## src/assert_macros.svh

```systemverilog
// ---------------------------------------------------------------------------
// Assertion macros
// Shared concurrent assertion forms used by the trace event filter RTL.
// ---------------------------------------------------------------------------
`ifndef ASSERT_MACROS_SVH
`define ASSERT_MACROS_SVH

// Same-cycle implication, disabled during reset.
`define ASSERT_IMPLY(lbl, c, r, a, b) \
  lbl: assert property (@(posedge c) disable iff (r) (a) |-> (b)) \
    else $error("concurrent assertion failed");

// Next-cycle implication, disabled during reset.
`define ASSERT_NEXT(lbl, c, r, a, b) \
  lbl: assert property (@(posedge c) disable iff (r) (a) |=> (b)) \
    else $error("concurrent assertion failed");

`endif

```

## src/tefp_pkg.sv

```systemverilog
// ---------------------------------------------------------------------------
// Trace event process filter package
// Event classes, opcodes, payload limits and shared types.
// ---------------------------------------------------------------------------
package tefp_pkg;

  localparam logic [2:0] CLS_INFO    = 3'd0;
  localparam logic [2:0] CLS_IMAGE   = 3'd1;
  localparam logic [2:0] CLS_SAMPLE  = 3'd2;
  localparam logic [2:0] CLS_STACK   = 3'd3;
  localparam logic [2:0] CLS_THREAD  = 3'd4;
  localparam logic [2:0] CLS_PROCESS = 3'd5;

  localparam logic [7:0] OP_START     = 8'd1;
  localparam logic [7:0] OP_STOP      = 8'd2;
  localparam logic [7:0] OP_RD_START  = 8'd3;
  localparam logic [7:0] OP_RD_END    = 8'd4;
  localparam logic [7:0] OP_LOAD      = 8'd10;
  localparam logic [7:0] OP_STACKWALK = 8'd32;
  localparam logic [7:0] OP_SAMPLE    = 8'd46;

  localparam logic [7:0] VER_MIN = 8'd1;
  localparam logic [7:0] VER_MAX = 8'd4;

  localparam logic [31:0] PID_IDLE   = 32'd0;
  localparam logic [31:0] PID_SYSTEM = 32'd4;

  localparam logic [15:0] LEN_IMAGE_NARROW  = 16'd12;
  localparam logic [15:0] LEN_IMAGE_WIDE    = 16'd24;
  localparam logic [15:0] LEN_SAMPLE_NARROW = 16'd8;
  localparam logic [15:0] LEN_SAMPLE_WIDE   = 16'd16;
  localparam logic [15:0] LEN_STACK         = 16'd16;
  localparam logic [15:0] LEN_THREAD        = 16'd8;
  localparam logic [15:0] LEN_PROCESS_NARROW = 16'd8;
  localparam logic [15:0] LEN_PROCESS_WIDE   = 16'd16;

  typedef struct packed {
    logic [2:0]  action;
    logic [7:0]  opcode;
    logic [7:0]  version;
    logic        wide_pointers;
    logic [15:0] payload_length;
    logic [31:0] payload_pid;
    logic [31:0] payload_tid;
    logic [31:0] source_pid;
  } event_t;

  typedef struct packed {
    logic insert;
    logic remove;
  } set_cmd_t;

  typedef struct packed {
    logic hit;
    logic full;
  } set_status_t;

endpackage

```

## src/tefp_event_if.sv

```systemverilog
// ---------------------------------------------------------------------------
// Trace event channel
// Valid/ready channel carrying one trace event header per transfer.
// ---------------------------------------------------------------------------
interface tefp_event_if;
  logic        valid;
  logic        ready;
  logic [2:0]  action;
  logic [7:0]  opcode;
  logic [7:0]  version;
  logic        wide_pointers;
  logic [15:0] payload_length;
  logic [31:0] payload_pid;
  logic [31:0] payload_tid;
  logic [31:0] source_pid;

  modport source (output valid, action, opcode, version, wide_pointers, payload_length,
                  payload_pid, payload_tid, source_pid, input ready);
  modport sink (input valid, action, opcode, version, wide_pointers, payload_length,
                payload_pid, payload_tid, source_pid, output ready);
endinterface

```

## src/tefp_result_if.sv

```systemverilog
// ---------------------------------------------------------------------------
// Filter result channel
// Valid/ready channel carrying the keep decision for one event per transfer.
// ---------------------------------------------------------------------------
interface tefp_result_if;
  logic valid;
  logic ready;
  logic keep;
  logic set_overflow;

  modport source (output valid, keep, set_overflow, input ready);
  modport sink (input valid, keep, set_overflow, output ready);
endinterface

```

## src/tefp_cfg_if.sv

```systemverilog
// ---------------------------------------------------------------------------
// Configuration channel
// Valid/ready write channel for the target process id register.
// ---------------------------------------------------------------------------
interface tefp_cfg_if;
  logic        valid;
  logic        ready;
  logic [31:0] target_pid;

  modport source (output valid, target_pid, input ready);
  modport sink (input valid, target_pid, output ready);
endinterface

```

## src/trace_event_process_filter_core.sv

```systemverilog
// ---------------------------------------------------------------------------
// Trace event process filter core
// Keeps the trace events of one target process and tracks its live threads.
// ---------------------------------------------------------------------------
// Event headers enter on the trace channel and one result per event leaves
// on the verdict channel, in order, carrying keep and set_overflow.
// The cfg channel writes the target process id; it is always ready and
// should only be written while no event is in flight.
// An accepted event is held in an input register, where it is classified
// against the thread set; the result register is loaded when the event
// leaves it, together with any insert or remove on the set, and drives
// the verdict channel. Throughput is one event per cycle while the verdict
// is not stalled: the set update from one event is seen by the event
// directly behind it. The rate rests on the combinational parallel
// compare of the thread id against every slot of the set.
// When the verdict is stalled, the result register holds and the input
// register keeps one more event, after which trace ready drops.
// Reset clears the target process id to zero and empties the thread set.
// ---------------------------------------------------------------------------
`include "assert_macros.svh"

module trace_event_process_filter_core
  import tefp_pkg::*;
#(
  parameter int THREAD_SLOTS = 64
) (
  input logic          clk,
  input logic          rst,
  tefp_event_if.sink   trace,
  tefp_result_if.source verdict,
  tefp_cfg_if.sink     cfg
);

  logic [31:0] target_pid;
  logic        stage_valid;
  event_t      stage;
  logic        advance;
  logic        out_valid;
  logic        out_keep;
  logic        out_overflow;
  set_cmd_t    cmd;
  set_status_t status;
  logic        keep_next;
  logic        overflow_next;

  assign cfg.ready = 1'b1;

  always_ff @(posedge clk) begin
    if (rst) begin
      target_pid <= '0;
    end else if (cfg.valid) begin
      target_pid <= cfg.target_pid;
    end
  end

  assign advance     = stage_valid && (!out_valid || verdict.ready);
  assign trace.ready = !stage_valid || advance;

  always_ff @(posedge clk) begin
    if (rst) begin
      stage_valid <= 1'b0;
    end else if (trace.ready) begin
      stage_valid <= trace.valid;
    end
  end

  always_ff @(posedge clk) begin
    if (trace.valid && trace.ready) begin
      stage.action         <= trace.action;
      stage.opcode         <= trace.opcode;
      stage.version        <= trace.version;
      stage.wide_pointers  <= trace.wide_pointers;
      stage.payload_length <= trace.payload_length;
      stage.payload_pid    <= trace.payload_pid;
      stage.payload_tid    <= trace.payload_tid;
      stage.source_pid     <= trace.source_pid;
    end
  end

  tefp_thread_set #(
    .THREAD_SLOTS(THREAD_SLOTS)
  ) u_set (
    .clk    (clk),
    .rst    (rst),
    .tid    (stage.payload_tid),
    .update (advance),
    .cmd    (cmd),
    .status (status)
  );

  tefp_classify u_classify (
    .evt          (stage),
    .target_pid   (target_pid),
    .status       (status),
    .cmd          (cmd),
    .keep         (keep_next),
    .set_overflow (overflow_next)
  );

  always_ff @(posedge clk) begin
    if (rst) begin
      out_valid <= 1'b0;
    end else if (advance) begin
      out_valid <= 1'b1;
    end else if (verdict.ready) begin
      out_valid <= 1'b0;
    end
  end

  always_ff @(posedge clk) begin
    if (advance) begin
      out_keep     <= keep_next;
      out_overflow <= overflow_next;
    end
  end

  assign verdict.valid        = out_valid;
  assign verdict.keep         = out_keep;
  assign verdict.set_overflow = out_overflow;

  `ASSERT_IMPLY(a_overflow_kept, clk, rst, out_valid && out_overflow, out_keep)
  `ASSERT_NEXT(a_advance_fills, clk, rst, advance, out_valid)
  `ASSERT_NEXT(a_verdict_hold, clk, rst, out_valid && !verdict.ready,
               out_valid && $stable(out_keep) && $stable(out_overflow))

endmodule

```

## src/tefp_thread_set.sv

```systemverilog
// ---------------------------------------------------------------------------
// Thread id set
// Content-addressed set of live thread ids with lowest-free-slot insertion.
// ---------------------------------------------------------------------------
`include "assert_macros.svh"

module tefp_thread_set
  import tefp_pkg::*;
#(
  parameter int THREAD_SLOTS = 64
) (
  input  logic        clk,
  input  logic        rst,
  input  logic [31:0] tid,
  input  logic        update,
  input  set_cmd_t    cmd,
  output set_status_t status
);

  logic [THREAD_SLOTS-1:0] valid;
  logic [31:0]             ids [THREAD_SLOTS];
  logic [THREAD_SLOTS-1:0] match;
  logic [THREAD_SLOTS-1:0] free;
  logic [THREAD_SLOTS-1:0] first_free;

  always_comb begin
    for (int i = 0; i < THREAD_SLOTS; i++) begin
      match[i] = valid[i] && (ids[i] == tid);
    end
  end

  assign free       = ~valid;
  assign first_free = free & (~free + THREAD_SLOTS'(1));
  assign status.hit  = |match;
  assign status.full = &valid;

  always_ff @(posedge clk) begin
    if (rst) begin
      valid <= '0;
    end else if (update) begin
      if (cmd.insert) begin
        valid <= valid | first_free;
      end else if (cmd.remove) begin
        valid <= valid & ~match;
      end
    end
  end

  always_ff @(posedge clk) begin
    for (int i = 0; i < THREAD_SLOTS; i++) begin
      if (update && cmd.insert && first_free[i]) begin
        ids[i] <= tid;
      end
    end
  end

  `ASSERT_IMPLY(a_no_duplicate, clk, rst, 1'b1, $onehot0(match))
  `ASSERT_NEXT(a_insert_grows, clk, rst, update && cmd.insert,
               $countones(valid) == $past($countones(valid)) + 1)
  `ASSERT_NEXT(a_remove_shrinks, clk, rst, update && cmd.remove && status.hit,
               $countones(valid) + 1 == $past($countones(valid)))

endmodule

```

## src/tefp_classify.sv

```systemverilog
// ---------------------------------------------------------------------------
// Event classifier
// Per-class opcode, version and length checks, keep decision and set commands.
// ---------------------------------------------------------------------------
module tefp_classify
  import tefp_pkg::*;
(
  input  event_t      evt,
  input  logic [31:0] target_pid,
  input  set_status_t status,
  output set_cmd_t    cmd,
  output logic        keep,
  output logic        set_overflow
);

  logic lifecycle;
  logic ppid_match;
  logic thread_ok;
  logic starts;
  logic class_keep;

  assign lifecycle = (evt.opcode == OP_START) || (evt.opcode == OP_STOP) ||
                     (evt.opcode == OP_RD_START) || (evt.opcode == OP_RD_END);
  assign ppid_match = evt.payload_pid == target_pid;
  assign thread_ok  = (evt.action == CLS_THREAD) && lifecycle &&
                      (evt.payload_length >= LEN_THREAD) && ppid_match;
  assign starts     = (evt.opcode == OP_START) || (evt.opcode == OP_RD_START);

  always_comb begin
    class_keep = 1'b0;
    case (evt.action)
      CLS_INFO: begin
        class_keep = 1'b1;
      end
      CLS_IMAGE: begin
        class_keep = ((evt.opcode == OP_LOAD) || (evt.opcode == OP_STOP) ||
                      (evt.opcode == OP_RD_START) || (evt.opcode == OP_RD_END)) &&
                     (evt.payload_length >= (evt.wide_pointers ? LEN_IMAGE_WIDE
                                                               : LEN_IMAGE_NARROW)) &&
                     ((evt.payload_pid == PID_IDLE) || (evt.payload_pid == PID_SYSTEM) ||
                      ppid_match);
      end
      CLS_SAMPLE: begin
        class_keep = (evt.opcode == OP_SAMPLE) &&
                     (evt.payload_length >= (evt.wide_pointers ? LEN_SAMPLE_WIDE
                                                               : LEN_SAMPLE_NARROW)) &&
                     status.hit;
      end
      CLS_STACK: begin
        class_keep = (evt.opcode == OP_STACKWALK) && (evt.payload_length >= LEN_STACK) &&
                     ppid_match;
      end
      CLS_THREAD: begin
        class_keep = thread_ok;
      end
      CLS_PROCESS: begin
        class_keep = lifecycle && (evt.version >= VER_MIN) && (evt.version <= VER_MAX) &&
                     (evt.payload_length >= (evt.wide_pointers ? LEN_PROCESS_WIDE
                                                               : LEN_PROCESS_NARROW)) &&
                     ppid_match;
      end
      default: begin
        class_keep = 1'b0;
      end
    endcase
  end

  assign cmd.insert   = thread_ok && starts && !status.hit && !status.full;
  assign cmd.remove   = thread_ok && (evt.opcode == OP_STOP);
  assign set_overflow = thread_ok && starts && !status.hit && status.full;
  assign keep         = class_keep || (evt.source_pid == target_pid);

endmodule

```

## src/flat_wrapper.sv

```systemverilog
// flat-port wrapper written by rule: the top's interface ports become plain ports
module trace_event_process_filter_core_flat import tefp_pkg::*;
#(
  parameter int THREAD_SLOTS = 64
)
  (clk, rst, trace_valid, trace_action, trace_opcode, trace_version, trace_wide_pointers, trace_payload_length, trace_payload_pid, trace_payload_tid, trace_source_pid, trace_ready, verdict_valid, verdict_keep, verdict_set_overflow, verdict_ready, cfg_valid, cfg_target_pid, cfg_ready);
  tefp_event_if trace_i ();
  tefp_result_if verdict_i ();
  tefp_cfg_if cfg_i ();
  input logic clk;
  input logic rst;
  input wire logic [$bits(trace_i.valid)-1:0] trace_valid;
  input wire logic [$bits(trace_i.action)-1:0] trace_action;
  input wire logic [$bits(trace_i.opcode)-1:0] trace_opcode;
  input wire logic [$bits(trace_i.version)-1:0] trace_version;
  input wire logic [$bits(trace_i.wide_pointers)-1:0] trace_wide_pointers;
  input wire logic [$bits(trace_i.payload_length)-1:0] trace_payload_length;
  input wire logic [$bits(trace_i.payload_pid)-1:0] trace_payload_pid;
  input wire logic [$bits(trace_i.payload_tid)-1:0] trace_payload_tid;
  input wire logic [$bits(trace_i.source_pid)-1:0] trace_source_pid;
  output wire logic [$bits(trace_i.ready)-1:0] trace_ready;
  output wire logic [$bits(verdict_i.valid)-1:0] verdict_valid;
  output wire logic [$bits(verdict_i.keep)-1:0] verdict_keep;
  output wire logic [$bits(verdict_i.set_overflow)-1:0] verdict_set_overflow;
  input wire logic [$bits(verdict_i.ready)-1:0] verdict_ready;
  input wire logic [$bits(cfg_i.valid)-1:0] cfg_valid;
  input wire logic [$bits(cfg_i.target_pid)-1:0] cfg_target_pid;
  output wire logic [$bits(cfg_i.ready)-1:0] cfg_ready;
  assign trace_i.valid = trace_valid;
  assign trace_i.action = trace_action;
  assign trace_i.opcode = trace_opcode;
  assign trace_i.version = trace_version;
  assign trace_i.wide_pointers = trace_wide_pointers;
  assign trace_i.payload_length = trace_payload_length;
  assign trace_i.payload_pid = trace_payload_pid;
  assign trace_i.payload_tid = trace_payload_tid;
  assign trace_i.source_pid = trace_source_pid;
  assign trace_ready = trace_i.ready;
  assign verdict_valid = verdict_i.valid;
  assign verdict_keep = verdict_i.keep;
  assign verdict_set_overflow = verdict_i.set_overflow;
  assign verdict_i.ready = verdict_ready;
  assign cfg_i.valid = cfg_valid;
  assign cfg_i.target_pid = cfg_target_pid;
  assign cfg_ready = cfg_i.ready;
  trace_event_process_filter_core #(.THREAD_SLOTS(THREAD_SLOTS)) u_core (.clk(clk), .rst(rst), .trace(trace_i), .verdict(verdict_i), .cfg(cfg_i));
endmodule
```

## config.mk

```make
export PLATFORM = sky130hd
export DESIGN_NAME = trace_event_process_filter_core_flat
export DESIGN_NICKNAME = d
export VERILOG_FILES = /design/src/tefp_pkg.sv /design/src/tefp_event_if.sv /design/src/tefp_result_if.sv /design/src/tefp_cfg_if.sv /design/src/trace_event_process_filter_core.sv /design/src/tefp_thread_set.sv /design/src/tefp_classify.sv /design/src/flat_wrapper.sv
export VERILOG_INCLUDE_DIRS = /design/src /design/src/src
export SDC_FILE = /design/constraint.sdc
export NUM_CORES = 2
export LEC_CHECK = 0
export CAP_MARGIN = 20
export CORE_MARGIN = 10
export CORE_UTILIZATION = 64
export CTS_CLUSTER_DIAMETER = 120
export DETAILED_ROUTE_END_ITERATION = 10
export DONT_BUFFER_PORTS = 1
export HOLD_SLACK_MARGIN = 0.02
export PLACE_DENSITY = 0.9
export SYNTH_ARGS = -nofsm -noshare
export SYNTH_HDL_FRONTEND = slang
export SYNTH_SLANG_ARGS = --single-unit
```

## constraint.sdc

```tcl
create_clock -name clk -period 8.9 [get_ports clk]
set_input_delay 1.335 -clock clk [delete_from_list [all_inputs] [get_ports clk]]
set_output_delay 1.335 -clock clk [all_outputs]
set_load 0.01 [all_outputs]
```

==> results.yml <==
clock_network:
  cts_tree: "done"
  cts_buffers: 212
  clock_latency_ns: 0.88
  cts.clk_slew.worst_paths_ns: 0.06
  cts_root_buf: "clkbuf_16"
  cts_max_level: 4
  clock_sinks: 2280
  clk_path_buf_depth: 3
  cts_setup_buffers: 0
  holdBufCountCts: 0
  cts_resized: 0
min_path:
  min_to: "u_core.u_set.valid[62]"
  min_path_cells: 2
  hp-start: "u_core.u_set.valid[62]"
  hp-class: "reg -> reg"
global_route:
  grt_pass1_vias: 55710
  grt_max_degree: 129
  grt_antenna_before_repair: 12
  grt_pass1_wl_um: 356100
  grt-ovfl-total: 0
  grt_usage_pct: 28.93
critical_path:
  r2r-start: "u_core.stage[34]"
  path_class: "reg -> reg"
  path_cells: "buf_4 -> xnor2_1 -> nand4_1 -> nor4_1 -> nand2_1 -> o2111ai_1 -> nor4_1 -> nand4_1 -> nor4_2 -> nand2_1 -> nor4b_2 -> buf_4"
  worstRegToRegCells: 12
  endpoint_kind: "register"
  cp.arrival_ns: 7.07
  rrSetupSlack_ns: 2.32
  slowest_delay_ns: 1.10
  start_kind: "register"
  worstReg2RegEnd: "u_core.u_set.ids[1][124]"
  cp_slowest_cell: "edfxtp_1"
  path_max_fanout: 32
  required_ns: 9.39
place:
  placed_cells: 7777
  gp_congestion: 0.9216
  io_buffers: 0
  hpwl_um: 129000
timing:
  worstMarginPinSlew_ns: 1.134
  setup_viol: 0
  fmax_mhz: 151.9
  rsz0062_at_grt: "no"
  maxSlewHeadroom_pct: 24.41
  min_period_ns: 6.583
  period_share_pct: 73.97
  clock_skew_ns: 0.05714
  setup_tns_ns: 0
  finalHoldViolCount: 0
  slew_viol_final: 0
floorplan:
  die-width_um: 406.1
  coreArea_um2: 148000
  fp.dieH_um: 406.1
  start_util_pct: 64.45
  io_pins: 174
  dieArea_um2: 164900
  std_cell_rows: 141
layout:
  instances_no_fill: 8182
  area_growth_syn_to_layout_pct: 10.07
  layout-drive-gt1-share_pct: 8.711
  nNetsFinal: 6236
route:
  drt_wl_total_um: 242600
  ant_nets: 0
  firstDrtPassIters: 9
  vias: 54050
  drt_iter0_drc: 7630
  vias_per_cell: 6.605
  drc: 0
  wl_per_cell_um: 29.65
synth:
  syn_nets: 6109
  syn_area_um2: 95390
  synthCells: 5937
  async_flop_share_pct: 0
  synth_cell_types: 57
  synth_enable_flop_cells: 2182
  synthFlopType: "edfxtp_1"
  avgSynthCellArea_um2: 16.07
  ys_seq_area_share_pct: 70.75
  synth.ff_latch_count: 2280
  synth_warnings: 0
flow_run:
  maxCapViolCount: 0
pwr:
  power_density_nw_per_um2: 209.8
  cellLeakagePower_nw: 30.64
  ir_drop_v: 0.0001903
run_status:
  outcome: "completed"
==> cells in the final DEF, fill, tap and decap left out, types with 64 or more instances in the layout <==
master	Yosys	final
nand2_1	96	96
clkbuf_1	16	64
nor4_1	155	153
nand4_1	563	563
dfxtp_1	98	98
buf_4	230	111
clkbuf_16	0	212
xnor2_1	2082	2082
edfxtp_1	2182	2182
nand3_1	84	84
==> sequential cells by signal, indices dropped and copies added (netlist names) <==
register                     cells
u_core.target_pid               32
u_core.verdict.keep              1
u_core.u_set.valid              64
u_core.stage                   132
u_core.verdict.set_overflow      1
u_core.u_set.ids              2048
u_core.stage_valid               1
u_core.verdict.valid             1
==> where the power goes <==
group | switching [mW] | leakage, nW | internal [mW] | total [mW]
logic | 0.772 | 6.79 | 0.412 | 1.18
clock network | 3.98 | 3.34 | 5.00 | 8.99
registers | 0.0600 | 20.5 | 11.8 | 11.9
==> layout make-up <==
class / count / area (um2)
inverter: 22 / 82.58
fill: 7846 / 43020
timing repair buffer: 166 / 1882
clock buffer: 290 / 5738
antenna: 7 / 17.52
clock inverter: 105 / 1155
sequential: 2280 / 67480
tap: 1930 / 2415
multi-input combinational: 3382 / 26220
==> worst max path at each step <==
stage	start	endpoint	slack, ns	cells after the start
after floorplan	u_core.stage[55]	u_core.u_set.ids[1][100]	1.88	12
after global placement	u_core.stage[50]	u_core.u_set.ids[0][135]	3.02	13
after detailed placement	u_core.stage[50]	u_core.u_set.ids[0][143]	2.88	13
after CTS	u_core.stage[50]	u_core.u_set.ids[0][148]	2.66	13
after global routing	u_core.stage[34]	u_core.u_set.ids[1][124]	2.19	12
final	u_core.stage[34]	u_core.u_set.ids[1][124]	2.32	12
==> kinds of logic after synthesis <==
kind of cell | share of synthesized area (%)
flip-flops | 70.75
AND/OR/NAND/NOR | 6.528
other | 0.003931
buffers and inverters | 1.992
multiplexers | 0.3463
adder cells (fa/ha/maj) | 0.03935
XOR/XNOR | 19.41
AO/OA/AOI/OAI | 0.9326
==> stage by stage <==
step	setup WS [ns]	instance area, um2	util, %	hold slack (ns)	power, mW
2_1_floorplan	1.882	95390	-	0.4675	12.88
3_3_place_gp	3.024	98040	66.23	0.4992	13.16
3_5_place_dp	2.882	98050	66.24	0.5265	13.21
4_1_cts	2.660	104900	70.90	0.5045	22.03
5_1_grt	2.188	105000	70.93	0.5209	22.53
6_report	2.317	105000	70.94	0.5406	22.03
==> cell usage after synthesis (17+ instances only) <==
library cell | instances | area (um2)
nor2_1 | 101 | 379.1
o21ai_1 | 44 | 220.2
o21ai_0 | 19 | 95.09
buf_4 | 230 | 1727
nor3_1 | 17 | 85.08
mux2i_1 | 33 | 330.3
inv_1 | 21 | 78.83
nand3_1 | 84 | 420.4
nand4_1 | 563 | 3522
dfxtp_1 | 98 | 1962
xnor2_1 | 2082 | 18230
edfxtp_1 | 2182 | 65520
nand2_1 | 96 | 360.4
nor4_1 | 155 | 969.7
xor2_1 | 32 | 280.3
a21oi_1 | 61 | 305.3
==> per-layer routing <==
| layer | global-route usage (%) | vias to the layer above | routed length (um) |
|---|---|---|---|
| met5 | 0 | - | 88 |
| met4 | 14.71 | 12 | 13770 |
| met3 | 7.517 | 874 | 30950 |
| met2 | 46.34 | 4392 | 114300 |
| met1 | 36.61 | 26660 | 83400 |
| li1 | - | 22110 | - |
==> critical path: cells and delay by family (launching register included) <==
kind            cells  cell delay, ns
flops               1            1.10
buf+inv             2            1.03
compound gates      1            0.24
xor+xnor            1            0.13
simple gates        8            3.64
Power figures use the tool's default switching activity.
